<file path="src/rtl/assert_macros.svh">
// Assertion macros used by the checker RTL.
// Each macro takes a label, a clock, a disable condition, an antecedent and a consequent.
`ifndef ASSERT_MACROS_SVH
`define ASSERT_MACROS_SVH

`ifndef SYNTHESIS

// Consequent must hold in the same cycle as the antecedent.
`define LCTD_ASSERT_SAME(label, clk, dis, ante, cons) \
  label: assert property (@(posedge clk) disable iff (dis) (ante) |-> (cons)) \
    else $error("lctd assertion failed");

// Consequent must hold in the cycle after the antecedent.
`define LCTD_ASSERT_NEXT(label, clk, dis, ante, cons) \
  label: assert property (@(posedge clk) disable iff (dis) (ante) |=> (cons)) \
    else $error("lctd assertion failed");

`else

`define LCTD_ASSERT_SAME(label, clk, dis, ante, cons)
`define LCTD_ASSERT_NEXT(label, clk, dis, ante, cons)

`endif

`endif

</file>
<file path="src/rtl/lctd_pkg.sv">
package lctd_pkg;

  // Byte codes the lexer reacts to.
  localparam logic [7:0] CH_NEWLINE   = 8'h0A;
  localparam logic [7:0] CH_SLASH     = 8'h2F;
  localparam logic [7:0] CH_STAR      = 8'h2A;
  localparam logic [7:0] CH_BACKSLASH = 8'h5C;
  localparam logic [7:0] CH_DQUOTE    = 8'h22;
  localparam logic [7:0] CH_SQUOTE    = 8'h27;
  localparam logic [7:0] CH_SEMI      = 8'h3B;
  localparam logic [7:0] CH_LBRACE    = 8'h7B;
  localparam logic [7:0] CH_QMARK     = 8'h3F;

  // Saturation point of the per-line count and reset value of the limit.
  localparam logic [7:0] COUNT_MAX        = 8'hFF;
  localparam logic [7:0] MAX_TOKENS_RESET = 8'd3;

  // Lexical state held across the bytes of one line.
  typedef struct packed {
    logic       in_string;
    logic       in_char_literal;
    logic       in_block_comment;
    logic       in_line_comment;
    logic       slash_pending;
    logic       star_pending;
    logic       escape_pending;
    logic [7:0] line_tokens;
  } lex_state_t;

  localparam lex_state_t LEX_CLEAR = '0;

  // What the lexer reports for one processed byte.
  typedef struct packed {
    logic       done;
    logic [7:0] count;
    logic       last;
  } lex_result_t;

endpackage

</file>
<file path="src/rtl/line_control_token_density_check.sv">
// Control-token density checker for C source text.
// The input channel takes one byte of text per beat (in_char_in) with
// in_end_of_file marking the final byte. A beat is accepted at a rising edge
// with in_valid high and in_stall low. Semicolons, open braces and question
// marks outside strings, character literals and comments are counted per line.
// A newline, or the byte marked end of file, closes the line and yields one
// result beat: the count (saturating at 255), a flag when the count exceeds
// max_tokens, and a flag for the final line. Other bytes yield no result.
// The byte passes an input register and is lexed into the result register,
// from which the result is offered on out_valid. One byte per cycle is taken
// while out_stall is low; the lexer state update is the only loop.
// When out_stall holds a result, the input register still fills, and in_stall
// rises only once that register is also occupied. The user writes max_tokens
// via cfg_wr_en/cfg_wr_data only while the block is idle, not enforced by it;
// max_tokens resets to 3. Synchronous active-low reset empties both registers
// and clears all lexical state; no clearing pass is needed.
module line_control_token_density_check
  import lctd_pkg::*;
(
  input  logic       clk,
  input  logic       rst_n,
  input  logic       in_valid,
  output logic       in_stall,
  input  logic [7:0] in_char_in,
  input  logic       in_end_of_file,
  output logic       out_valid,
  input  logic       out_stall,
  output logic [7:0] out_token_count,
  output logic       out_too_dense,
  output logic       out_last_line,
  input  logic       cfg_wr_en,
  input  logic [7:0] cfg_wr_data
);

`include "assert_macros.svh"

  logic        s1_valid_r;
  logic [7:0]  s1_char_r;
  logic        s1_eof_r;
  logic        out_valid_r;
  logic [7:0]  out_count_r;
  logic        out_dense_r;
  logic        out_last_r;
  logic [7:0]  max_tokens_r;
  logic        adv;
  logic        in_take;
  lex_result_t lex_res;

  // The held byte moves on when the result register is free or being drained.
  assign adv      = s1_valid_r && (!out_valid_r || !out_stall);
  assign in_stall = s1_valid_r && !adv;
  assign in_take  = in_valid && !in_stall;

  // Configuration register.
  always_ff @(posedge clk) begin
    if (!rst_n) begin
      max_tokens_r <= MAX_TOKENS_RESET;
    end else if (cfg_wr_en) begin
      max_tokens_r <= cfg_wr_data;
    end
  end

  // Input register.
  always_ff @(posedge clk) begin
    if (!rst_n) begin
      s1_valid_r <= 1'b0;
    end else if (in_take) begin
      s1_valid_r <= 1'b1;
    end else if (adv) begin
      s1_valid_r <= 1'b0;
    end
  end

  always_ff @(posedge clk) begin
    if (in_take) begin
      s1_char_r <= in_char_in;
      s1_eof_r  <= in_end_of_file;
    end
  end

  lctd_lexer u_lexer (
    .clk         (clk),
    .rst_n       (rst_n),
    .take        (adv),
    .char_in     (s1_char_r),
    .end_of_file (s1_eof_r),
    .res         (lex_res)
  );

  // Result register.
  always_ff @(posedge clk) begin
    if (!rst_n) begin
      out_valid_r <= 1'b0;
    end else if (adv && lex_res.done) begin
      out_valid_r <= 1'b1;
    end else if (!out_stall) begin
      out_valid_r <= 1'b0;
    end
  end

  always_ff @(posedge clk) begin
    if (adv && lex_res.done) begin
      out_count_r <= lex_res.count;
      out_dense_r <= (lex_res.count > max_tokens_r);
      out_last_r  <= lex_res.last;
    end
  end

  assign out_valid       = out_valid_r;
  assign out_token_count = out_count_r;
  assign out_too_dense   = out_dense_r;
  assign out_last_line   = out_last_r;

  // A byte taken while the input register is full must see that byte move on.
  `LCTD_ASSERT_SAME(a_no_overwrite, clk, !rst_n, in_take && s1_valid_r, adv)
  // A stalled result is never dropped.
  `LCTD_ASSERT_NEXT(a_stalled_kept, clk, !rst_n, out_valid && out_stall, out_valid)
  // Every newline closes a line.
  `LCTD_ASSERT_SAME(a_newline_done, clk, !rst_n, adv && (s1_char_r == CH_NEWLINE),
                    lex_res.done)
  // Reset leaves both registers empty.
  `LCTD_ASSERT_NEXT(a_reset_empty, clk, 1'b0, !rst_n, !out_valid_r && !s1_valid_r)

endmodule

</file>
<file path="src/rtl/lctd_lexer.sv">
module lctd_lexer
  import lctd_pkg::*;
(
  input  logic        clk,
  input  logic        rst_n,
  input  logic        take,
  input  logic [7:0]  char_in,
  input  logic        end_of_file,
  output lex_result_t res
);

  lex_state_t st_r;
  lex_state_t st_nxt;
  lex_state_t upd;
  logic       cont;
  logic       is_token;

  // Advance the lexical state by one byte of text.
  always_comb begin
    upd      = st_r;
    cont     = 1'b0;
    is_token = (char_in == CH_SEMI) || (char_in == CH_LBRACE) || (char_in == CH_QMARK);
    if (!st_r.in_line_comment) begin
      if (st_r.escape_pending) begin
        upd.escape_pending = 1'b0;
      end else if (st_r.in_block_comment) begin
        if (st_r.star_pending && (char_in == CH_SLASH)) begin
          upd.in_block_comment = 1'b0;
          upd.star_pending     = 1'b0;
        end else begin
          upd.star_pending = (char_in == CH_STAR);
        end
      end else begin
        cont = 1'b1;
        // A waiting slash either opens a comment or is simply dropped.
        if (st_r.slash_pending) begin
          upd.slash_pending = 1'b0;
          if (char_in == CH_STAR) begin
            upd.in_block_comment = 1'b1;
            upd.star_pending     = 1'b0;
            cont                 = 1'b0;
          end else if (char_in == CH_SLASH) begin
            upd.in_line_comment = 1'b1;
            cont                = 1'b0;
          end
        end
        if (cont) begin
          if (!st_r.in_string && !st_r.in_char_literal && (char_in == CH_SLASH)) begin
            upd.slash_pending = 1'b1;
          end else if (char_in == CH_BACKSLASH) begin
            upd.escape_pending = 1'b1;
          end else begin
            if (!st_r.in_char_literal && (char_in == CH_DQUOTE)) begin
              upd.in_string = !st_r.in_string;
            end else if (!st_r.in_string && (char_in == CH_SQUOTE)) begin
              upd.in_char_literal = !st_r.in_char_literal;
            end
            if (!upd.in_string && !upd.in_char_literal && is_token &&
                (st_r.line_tokens != COUNT_MAX)) begin
              upd.line_tokens = st_r.line_tokens + 8'd1;
            end
          end
        end
      end
    end
  end

  // A newline closes the line untouched; any other byte is lexed first.
  always_comb begin
    if (char_in == CH_NEWLINE) begin
      res.done  = 1'b1;
      res.count = st_r.line_tokens;
    end else begin
      res.done  = end_of_file;
      res.count = upd.line_tokens;
    end
    res.last = end_of_file;
    if (res.done) begin
      st_nxt = LEX_CLEAR;
    end else begin
      st_nxt = upd;
    end
  end

  always_ff @(posedge clk) begin
    if (!rst_n) begin
      st_r <= LEX_CLEAR;
    end else if (take) begin
      st_r <= st_nxt;
    end
  end

endmodule
</file>
<file path="config.mk">
export PLATFORM = sky130hd
export DESIGN_NAME = line_control_token_density_check
export DESIGN_NICKNAME = d
export VERILOG_FILES = /design/src/rtl/lctd_pkg.sv /design/src/rtl/line_control_token_density_check.sv /design/src/rtl/lctd_lexer.sv
export VERILOG_INCLUDE_DIRS = /design/src /design/src/rtl
export SDC_FILE = /design/constraint.sdc
export NUM_CORES = 1
export LEC_CHECK = 0
export CAP_MARGIN = 20
export CORE_ASPECT_RATIO = 1.4
export CORE_MARGIN = 1
export CORE_UTILIZATION = 45
export CTS_CLUSTER_DIAMETER = 150
export DETAILED_ROUTE_END_ITERATION = 10
export DONT_BUFFER_PORTS = 1
export GPL_TIMING_DRIVEN = 0
export REMOVE_ABC_BUFFERS = 1
export SYNTH_ARGS = -nofsm -noshare
export SYNTH_HDL_FRONTEND = slang
export SYNTH_SLANG_ARGS = --single-unit
</file>
<file path="constraint.sdc">
create_clock -name clk -period 5.6 [get_ports clk]
set_input_delay 1.12 -clock clk [delete_from_list [all_inputs] [get_ports clk]]
set_output_delay 1.12 -clock clk [all_outputs]
set_load 0.01 [all_outputs]
</file>
======== Word level (Yosys, flattened, before mapping) ========
Cells that the tools add are included.
cells by class
  equality and inequality tests ........... 16
  shift-type cells ........................ 0
  $lt $le $gt $ge ......................... 1
  divide/modulo/power cells ............... 0
  bitwise gates (word level) .............. 0
  reduce and logical (&&, ||, !) cells .... 32
  $mul .................................... 0
  muxes and demuxes ....................... 53
  add/sub/neg operators ................... 1
operators by type and width
  operator                                                                number
  8-bit by 6-bit equality test with 1-bit output (second input constant)  6
  1-bit two-way mux                                                       37
  9-bit two-way mux                                                       4
  15-bit two-way mux                                                      2
  8-bit two-way mux                                                       3
  8-bit by 7-bit equality test with 1-bit output (second input constant)  2
  1-bit logical AND                                                       12
  2-bit two-way mux                                                       5
  2-bit != test (second input constant)                                   5
  8-bit by 1-bit adder with 8-bit output (second input constant)          1
  8-bit by 4-bit equality test with 1-bit output (second input constant)  1
  8-bit > comparator                                                      1
  1-bit logical NOT                                                       8
  8-bit != test (second input constant)                                   1
  7-bit AND reduction                                                     1
  6-bit two-way mux                                                       1
  3-bit nonzero test                                                      2
  5-bit AND reduction                                                     1
  4-bit two-way mux                                                       1
  4-bit AND reduction                                                     1
  2-bit nonzero test                                                      2
  1-bit logical OR                                                        3
  3-bit AND reduction                                                     1
  2-bit by 1-bit != test with 1-bit output (second input constant)        1
  2-bit AND reduction                                                     1
word-level totals
  latch bits .............................. 0
  bits in writable memories ............... 0
  logic and storage cells ................. 119
  flip-flop bits (word level) ............. 44
  output and inout bits ................... 12
  input port bits ......................... 22
  memories ................................ 0
  bits in read-only memories .............. 0

======== Logic depth before layout (Yosys ltp) ========
Gate-level depths: netlist of the first run.
  depth after elaboration ................. 25
  gate-level depth with buffers ........... 14
  gate-level depth less buffers ........... 13

======== By module ========
A second synthesis of the first run with hierarchy kept.
unflattened totals
  cell total of the unflattened synthesis .. 251
  area, all modules ....................... 2468.6 µm²
by module, submodules not included
  module                            cells an instance  area each (µm²)  times used  sequential area each (µm²)
  lctd_lexer                        169                1316.3           1           300.3
  line_control_token_density_check  82                 1152.4           1           770.7

======== Worst setup path after synthesis of the first run ========
No wires, ideal clock.
  kind .................................... register to register
  start point ............................. register s1_char_r[3]
  end point ............................... register out_dense_r, in the netlist out_too_dense, data pin
  cell stages (with the launch flop) ...... 15
  setup time .............................. 262 ps
  data arrival time ....................... 2981 ps
  required time ........................... 5338 ps
  clock period less this slack ............ 3243 ps
  buffers on the path ..................... 2
  path slack .............................. 2357 ps
  cells stage by stage .................... edfxtp_1 > or2_4 > o41a_1 > or3_1 > buf_6 > nand2_4 > buf_6 > mux2_1 > ha_1 > nor2b_1 > o21a_1 > o21ai_0 > nand2b_1 > a21oi_1 > a21oi_1
RTL lines
  element                   RTL line                                 source
  start: declaration        line_control_token_density_check.sv:38   logic [7:0] s1_char_r;
  start signal: assignment  line_control_token_density_check.sv:76   s1_char_r <= in_char_in;
  end signal: assignment    line_control_token_density_check.sv:104  out_dense_r <= (lex_res.count > max_tokens_r);
  end: declaration          line_control_token_density_check.sv:42   logic out_dense_r;

==> results of run 1 <==
==> metrics by stage <==
step | setup slack [ns] | instances | total power, W
after floorplan | 2.37 | 226 | 0.000387
after global routing | 1.83 | 298 | 0.000714
after detailed placement | 2.05 | 290 | 0.000397
after global placement | 2.05 | 290 | 0.000396
after CTS | 2.03 | 298 | 0.000695
final | 2.04 | 298 | 0.000687
==> critical path, stage by stage, from the launching register on <==
cell,delay [ns]
edfxtp_1,0.46
or2_4,0.29
o41a_1,0.40
or3_1,0.51
nand2_4,0.22
mux2_1,0.41
ha_1,0.31
nor2b_1,0.14
o21a_1,0.15
o21ai_0,0.14
nand2b_1,0.07
a21oi_1,0.14
a21oi_1,0.08
==> logic make-up after synthesis <==
group,after synthesis
AND/OR/NAND/NOR,92
adder cells (fa/ha/maj),9
multiplexers,8
AO/OA/AOI/OAI,52
buffers and inverters,21
XOR/XNOR,7
flip-flops,44
==> cells in the mapped netlist, types with 5 or more instances <==
library cell,number,area [sq um]
a31oi_1,7,43.8
mux2i_1,7,70.1
or4_1,5,37.5
nor2_1,22,82.6
a21oi_1,20,100
nand4_1,6,37.5
nand2_1,13,48.8
o21ai_0,15,75.1
nor2b_1,6,37.5
ha_1,9,113
nand3_1,9,45.0
and3_1,5,31.3
inv_1,13,48.8
dfxtp_1,25,500
edfxtp_1,19,571
clkbuf_1,5,18.8
==> final timing paths <==
path | start | to | depth (start not counted)
hold / removal | u_lexer.st_r[9] | u_lexer.st_r[9] | 2
hold reg to reg | u_lexer.st_r[9] | u_lexer.st_r[9] | 2
setup reg to reg | s1_char_r[3] | out_too_dense | 12
setup / recovery | s1_char_r[3] | out_too_dense | 12
==> power groups by stage <==
stage	Sequential, W	Clock (W)	Combinational (W)
after global placement	0.000361	0	0.0000354
after detailed placement	0.000361	0	0.0000358
after global routing	0.000355	0.000318	0.0000404
after floorplan	0.000359	0	0.0000281
after CTS	0.000354	0.000305	0.0000360
final	0.000354	0.000298	0.0000353
==> cell type report <==
type                       instances  share of cell area
multi-input combinational        168               0.452
clock buffer                       7              0.0482
sequential                        44               0.434
tap                               64              0.0325
inverter                          14              0.0213
clock inverter                     1              0.0122
==> registers in the layout (all words and copies together), names as in the netlist <==
name             cells
out_token_count      8
out_too_dense        1
u_lexer.st_r        15
s1_eof_r             1
s1_valid_r           1
out_last_line        1
s1_char_r            8
out_valid            1
max_tokens_r         8
==> routing by layer <==
metal | share of wire | global-route usage | vias up
met3 | 0.029 | 0.0395 | 11
li1 | - | - | 853
met4 | 0.032 | 0.0888 | 0
met5 | 0 | 0 | -
met2 | 0.54 | 0.355 | 37
met1 | 0.40 | 0.180 | 813
==> results.json, run 1 <==
{
  "post-route-period-util": 0.635,
  "critPathKind": "reg -> reg",
  "totalWireLength_mm": 4.51,
  "clock_latency_ns": 0.30,
  "setup_viol": 0,
  "hold_buffers": 0,
  "maxSlewHeadroom": 0.437,
  "totalNegativeSetupSlack_ns": 0,
  "worstMarginPinSlew_ns": 0.842,
  "p_sw_frac": 0.205,
  "outcome": "completed",
  "p_int_w": 0.000546,
  "final_cell_mix": "dfxtp_1 (25), nor2_1 (22), a21oi_1 (20)",
  "post_cts_buffers": 0,
  "drt_first_pass_iters": 4,
  "maxCapViolations": 0,
  "design_area_sq_um": 2470,
  "start_util": 0.471,
  "wl_per_cell_um": 15.1,
  "drive_above_1_share": 0.0769,
  "worstPathRequired_ns": 5.66,
  "synth-xor-area-share": 0.0302,
  "synth-edff-count": 19,
  "clock_skew_ns": 0.00869,
  "antenna_found_initial": 0,
  "syn_avg_cell_area_sq_um": 9.78,
  "synth_flop_cell": "dfxtp_1",
  "area_delta_synth_final_pct": 8.23,
  "synth_top_family_by_area": "simple AND/OR/NAND/NOR gates",
  "boundaryPins": 34,
  "clock.fmax_mhz": 281,
  "grt-ovfl-total": 0,
  "p_comb_frac": 0.051,
  "drc_errors": 0,
  "seq_area_sq_um": 1070,
  "synth_seq_cells": 44,
  "cts_tree": "yes",
  "worstPathArrival_ns": 3.61,
  "clock_path_buffers": 2,
  "globalplace.congestion": 0.792,
  "end_kind": "register",
  "dp_hpwl_mm": 3.32,
  "clockRootBuffer": "clkbuf_8",
  "synth-adder-area-share": 0.0494,
  "place_area_sq_um": 2320,
  "yosys_warnings": 0,
  "coreArea_sq_um": 4840,
  "final_hold_viol_count": 0,
  "cts_resized": 0,
  "fp.dieArea_sq_um": 5360,
  "synthMuxAreaShare": 0.0357,
  "reg2reg_slack_ns": 2.04,
  "drt_first_iter_violations": 49,
  "synth-compound-area-share": 0.138,
  "async_flop_share": 0,
  "slew_viol_final": 0,
  "synth_simple_gate_area_frac": 0.235,
  "p_switching_w": 0.000141,
  "syn_inst": 233,
  "cp_max_fo": 13,
  "final_util": 0.510,
  "vias_per_cell": 5.75,
  "rsz0062_at_grt": "false",
  "ant_nets": 0,
  "vdd_drop_max_v": 0.000174,
  "grt_pass1_wl_mm": 7.45,
  "diodes": 0,
  "grt_pass1_vias": 1609,
  "fp.dieW_um": 62.2,
  "vias": 1714,
  "yosysSeqAreaShare": 0.470,
  "grt_max_degree": 22,
  "synth_area_sq_um": 2280,
  "dieHeight_um": 86.2,
  "rows": 30,
  "finalHoldWorstSlack_ns": 0.469,
  "worstHoldPathType": "reg -> reg",
  "fillCellCount": 459,
  "min_period_ns": 3.56,
  "buffer_ports.inserted": 0,
  "track_usage": 0.182,
  "start_kind": "register",
  "final_nets": 264,
  "p_clk_frac": 0.434,
  "power_density_nw_per_um2": 279,
  "multiInputGateArea_sq_um": 1110,
  "clock_sinks": 44,
  "h-tree-depth": 2,
  "cts_buffers": 5,
  "mostFrequentLayoutCell": "dfxtp_1",
  "leakage_nw": 0.872,
  "path_clk_slew_ns": 0.09,
  "yosys.cell_types.count": 45,
  "power_frac_seq": 0.515
}
Note: power is estimated with default switching activity, not from simulation.
==> run 2: changes to the inputs <==
Clock period 5.6 ns to 3.3 ns, I/O delays scaled along.
==> run 2 against run 1 <==
Critical path depth unchanged. Setup slack lost 1.9 ns. Power increased by 71%. Clock skew is essentially flat. Count of clock-buffer cells in the layout unchanged. Utilization up 2.8 points. Routed wire length grew 4.0%. Register-to-register slack worse by 1.9 ns.
==> results.json, run 2 (synthesis gave the netlist of run 1 again) <==
{
  "path_cells": "nand4bb_4 > o41a_1 > or3_4 > nand2_8 > mux2_4 > ha_1 > nor2b_1 > o21a_1 > o21ai_1 > nand2b_1 > a21oi_1 > a21oi_1",
  "wl_met3_um": 148,
  "p_switching_w": 0.000241,
  "max_stage_delay_ns": 0.44,
  "path_clk_slew_ns": 0.09,
  "met1_length_mm": 1.79,
  "mostFrequentLayoutCell": "dfxtp_1",
  "cts_buffers": 5,
  "clock_sinks": 44,
  "cts_tree": "yes",
  "wl_per_cell_um": 15.0,
  "leakage_nw": 0.949,
  "fillCellCount": 442,
  "clock_skew_ns": 0.00835,
  "finalHoldWorstSlack_ns": 0.413,
  "whs_path_depth": 1,
  "largest-register": "u_lexer.st_r",
  "slew_viol_final": 0,
  "final_hold_viol_count": 0,
  "path_common_cell": "a21oi_1",
  "coreArea_sq_um": 4840,
  "grt-ovfl-total": 0,
  "post-route-period-util": 0.964,
  "globalplace.congestion": 0.792,
  "h-tree-depth": 2,
  "worstMarginPinSlew_ns": 0.852,
  "fp.dieArea_sq_um": 5360,
  "worstHoldPathType": "in -> reg",
  "power_density_nw_per_um2": 451,
  "cp_max_fo": 4,
  "final_util": 0.537,
  "start_util": 0.471,
  "outcome": "completed",
  "met2_length_mm": 2.59,
  "maxSlewHeadroom": 0.430,
  "totalWireLength_mm": 4.69,
  "worstPathRequired_ns": 3.36,
  "grt_pass1_vias": 1627,
  "final_cell_mix": "dfxtp_1 (25), nor2_1 (22), a21oi_1 (20)",
  "area_delta_synth_final_pct": 14.2,
  "track_usage": 0.181,
  "end_kind": "register",
  "clock.fmax_mhz": 314,
  "rows": 30,
  "drive_above_1_share": 0.137,
  "fp.dieW_um": 62.2,
  "dp_hpwl_mm": 3.32,
  "maxCapViolations": 0,
  "critPathKind": "reg -> reg",
  "worstReg2RegStart": "s1_char_r[6]",
  "worstPathArrival_ns": 3.24,
  "drc_errors": 0,
  "cp_num_buf_inv": 0,
  "vdd_drop_max_v": 0.000295,
  "buffer_ports.inserted": 0,
  "clockRootBuffer": "clkbuf_8",
  "clock_latency_ns": 0.30,
  "grt_pass1_wl_mm": 7.42,
  "clock_path_buffers": 2,
  "p_sw_frac": 0.206,
  "antenna_found_initial": 0,
  "power_frac_seq": 0.510,
  "diodes": 0,
  "start_kind": "register",
  "cpLargestDelayFamily": "simple AND/OR/NAND/NOR gates",
  "reg2reg_slack_ns": 0.12,
  "vias": 1775,
  "critPathSlowestCell": "o41a_1",
  "p_comb_frac": 0.058,
  "vias_per_cell": 5.69,
  "crit_end": "out_too_dense",
  "ant_nets": 0,
  "seq_area_sq_um": 1070,
  "min_period_ns": 3.18,
  "dieHeight_um": 86.2,
  "crit_cells": 12,
  "hold_buffers": 0,
  "p_int_w": 0.000932,
  "setup_viol": 0,
  "final_nets": 278,
  "routed.top_layer": "met4",
  "boundaryPins": 34,
  "rr_endpoint": "out_too_dense",
  "largest_register_ffs": 15,
  "multiInputGateArea_sq_um": 1130,
  "drt_first_pass_iters": 4,
  "totalNegativeSetupSlack_ns": 0,
  "grt_max_degree": 22,
  "p_clk_frac": 0.432,
  "drt_first_iter_violations": 79,
  "crit_start": "s1_char_r[6]",
  "r2r_cells": 12
}
==> run 2: changes by cell type in the layout (fill, tap and decap cells not counted) <==
cell | previous run | this run
o21ai_1 | 0 | 1
mux2_4 | 0 | 1
buf_4 | 0 | 13
or3_1 | 3 | 2
o21ai_0 | 15 | 14
mux2_1 | 1 | 0
nand2_4 | 1 | 0
or3_4 | 0 | 1
nand2_8 | 0 | 1
buf_12 | 0 | 1
==> run 2: routing by layer <==
metal  up-vias  GRT usage
met2        43      0.356
li1        882          -
met4         0     0.0973
met1       836      0.174
met3        14     0.0395
met5         -          0
==> run 2: through the flow <==
stage / setup WS, ns / power (W) / instance area, sq um / cells
after global placement: -0.245 / 0.000673 / 2320 / 290
after CTS: 0.0326 / 0.00118 / 2510 / 302
after global routing: -0.0405 / 0.00122 / 2600 / 312
final: 0.119 / 0.00117 / 2600 / 312
after floorplan: 0.0666 / 0.000657 / 2240 / 226
after detailed placement: -0.248 / 0.000674 / 2320 / 290
==> run 2: how the worst min path moves through the flow <==
stage / slack (ns) / start / end
after floorplan: 0.43 / u_lexer.st_r[9] / u_lexer.st_r[9]
after global routing: 0.40 / rst_n / max_tokens_r[0]
after global placement: 0.45 / u_lexer.st_r[9] / u_lexer.st_r[9]
after CTS: 0.40 / rst_n / max_tokens_r[0]
after detailed placement: 0.46 / u_lexer.st_r[9] / u_lexer.st_r[9]
final: 0.41 / rst_n / max_tokens_r[0]
==> run 2: worst register-to-register path, cell delays in order, from the launching register on <==
cell       delay (ns)
edfxtp_1         0.40
nand4bb_4        0.27
o41a_1           0.45
or3_4            0.43
nand2_8          0.08
mux2_4           0.33
ha_1             0.29
nor2b_1          0.14
o21a_1           0.16
o21ai_1          0.11
nand2b_1         0.06
a21oi_1          0.13
a21oi_1          0.08
==> run 2: power by group through the flow <==
stage	sequential, W	combinational, W	clock [W]
after floorplan	0.000609	0.0000477	0
after global placement	0.000612	0.0000601	0
after detailed placement	0.000613	0.0000607	0
after CTS	0.000599	0.0000654	0.000518
after global routing	0.000601	0.0000776	0.000540
final	0.000599	0.0000683	0.000506
==> run 2: area by class of cell <==
class                      instances  area share
clock buffer                       7      0.0457
clock inverter                     1      0.0115
inverter                          14      0.0202
multi-input combinational        168       0.435
sequential                        44       0.412
tap                               64      0.0308
timing repair buffer              14      0.0452
==> run 2: repair_timing <==
item,4_1_cts,5_1_grt
pin swaps,1,2
endpoints found under the setup margin,1,1
buffers inserted,4,10
resized for setup,4,1
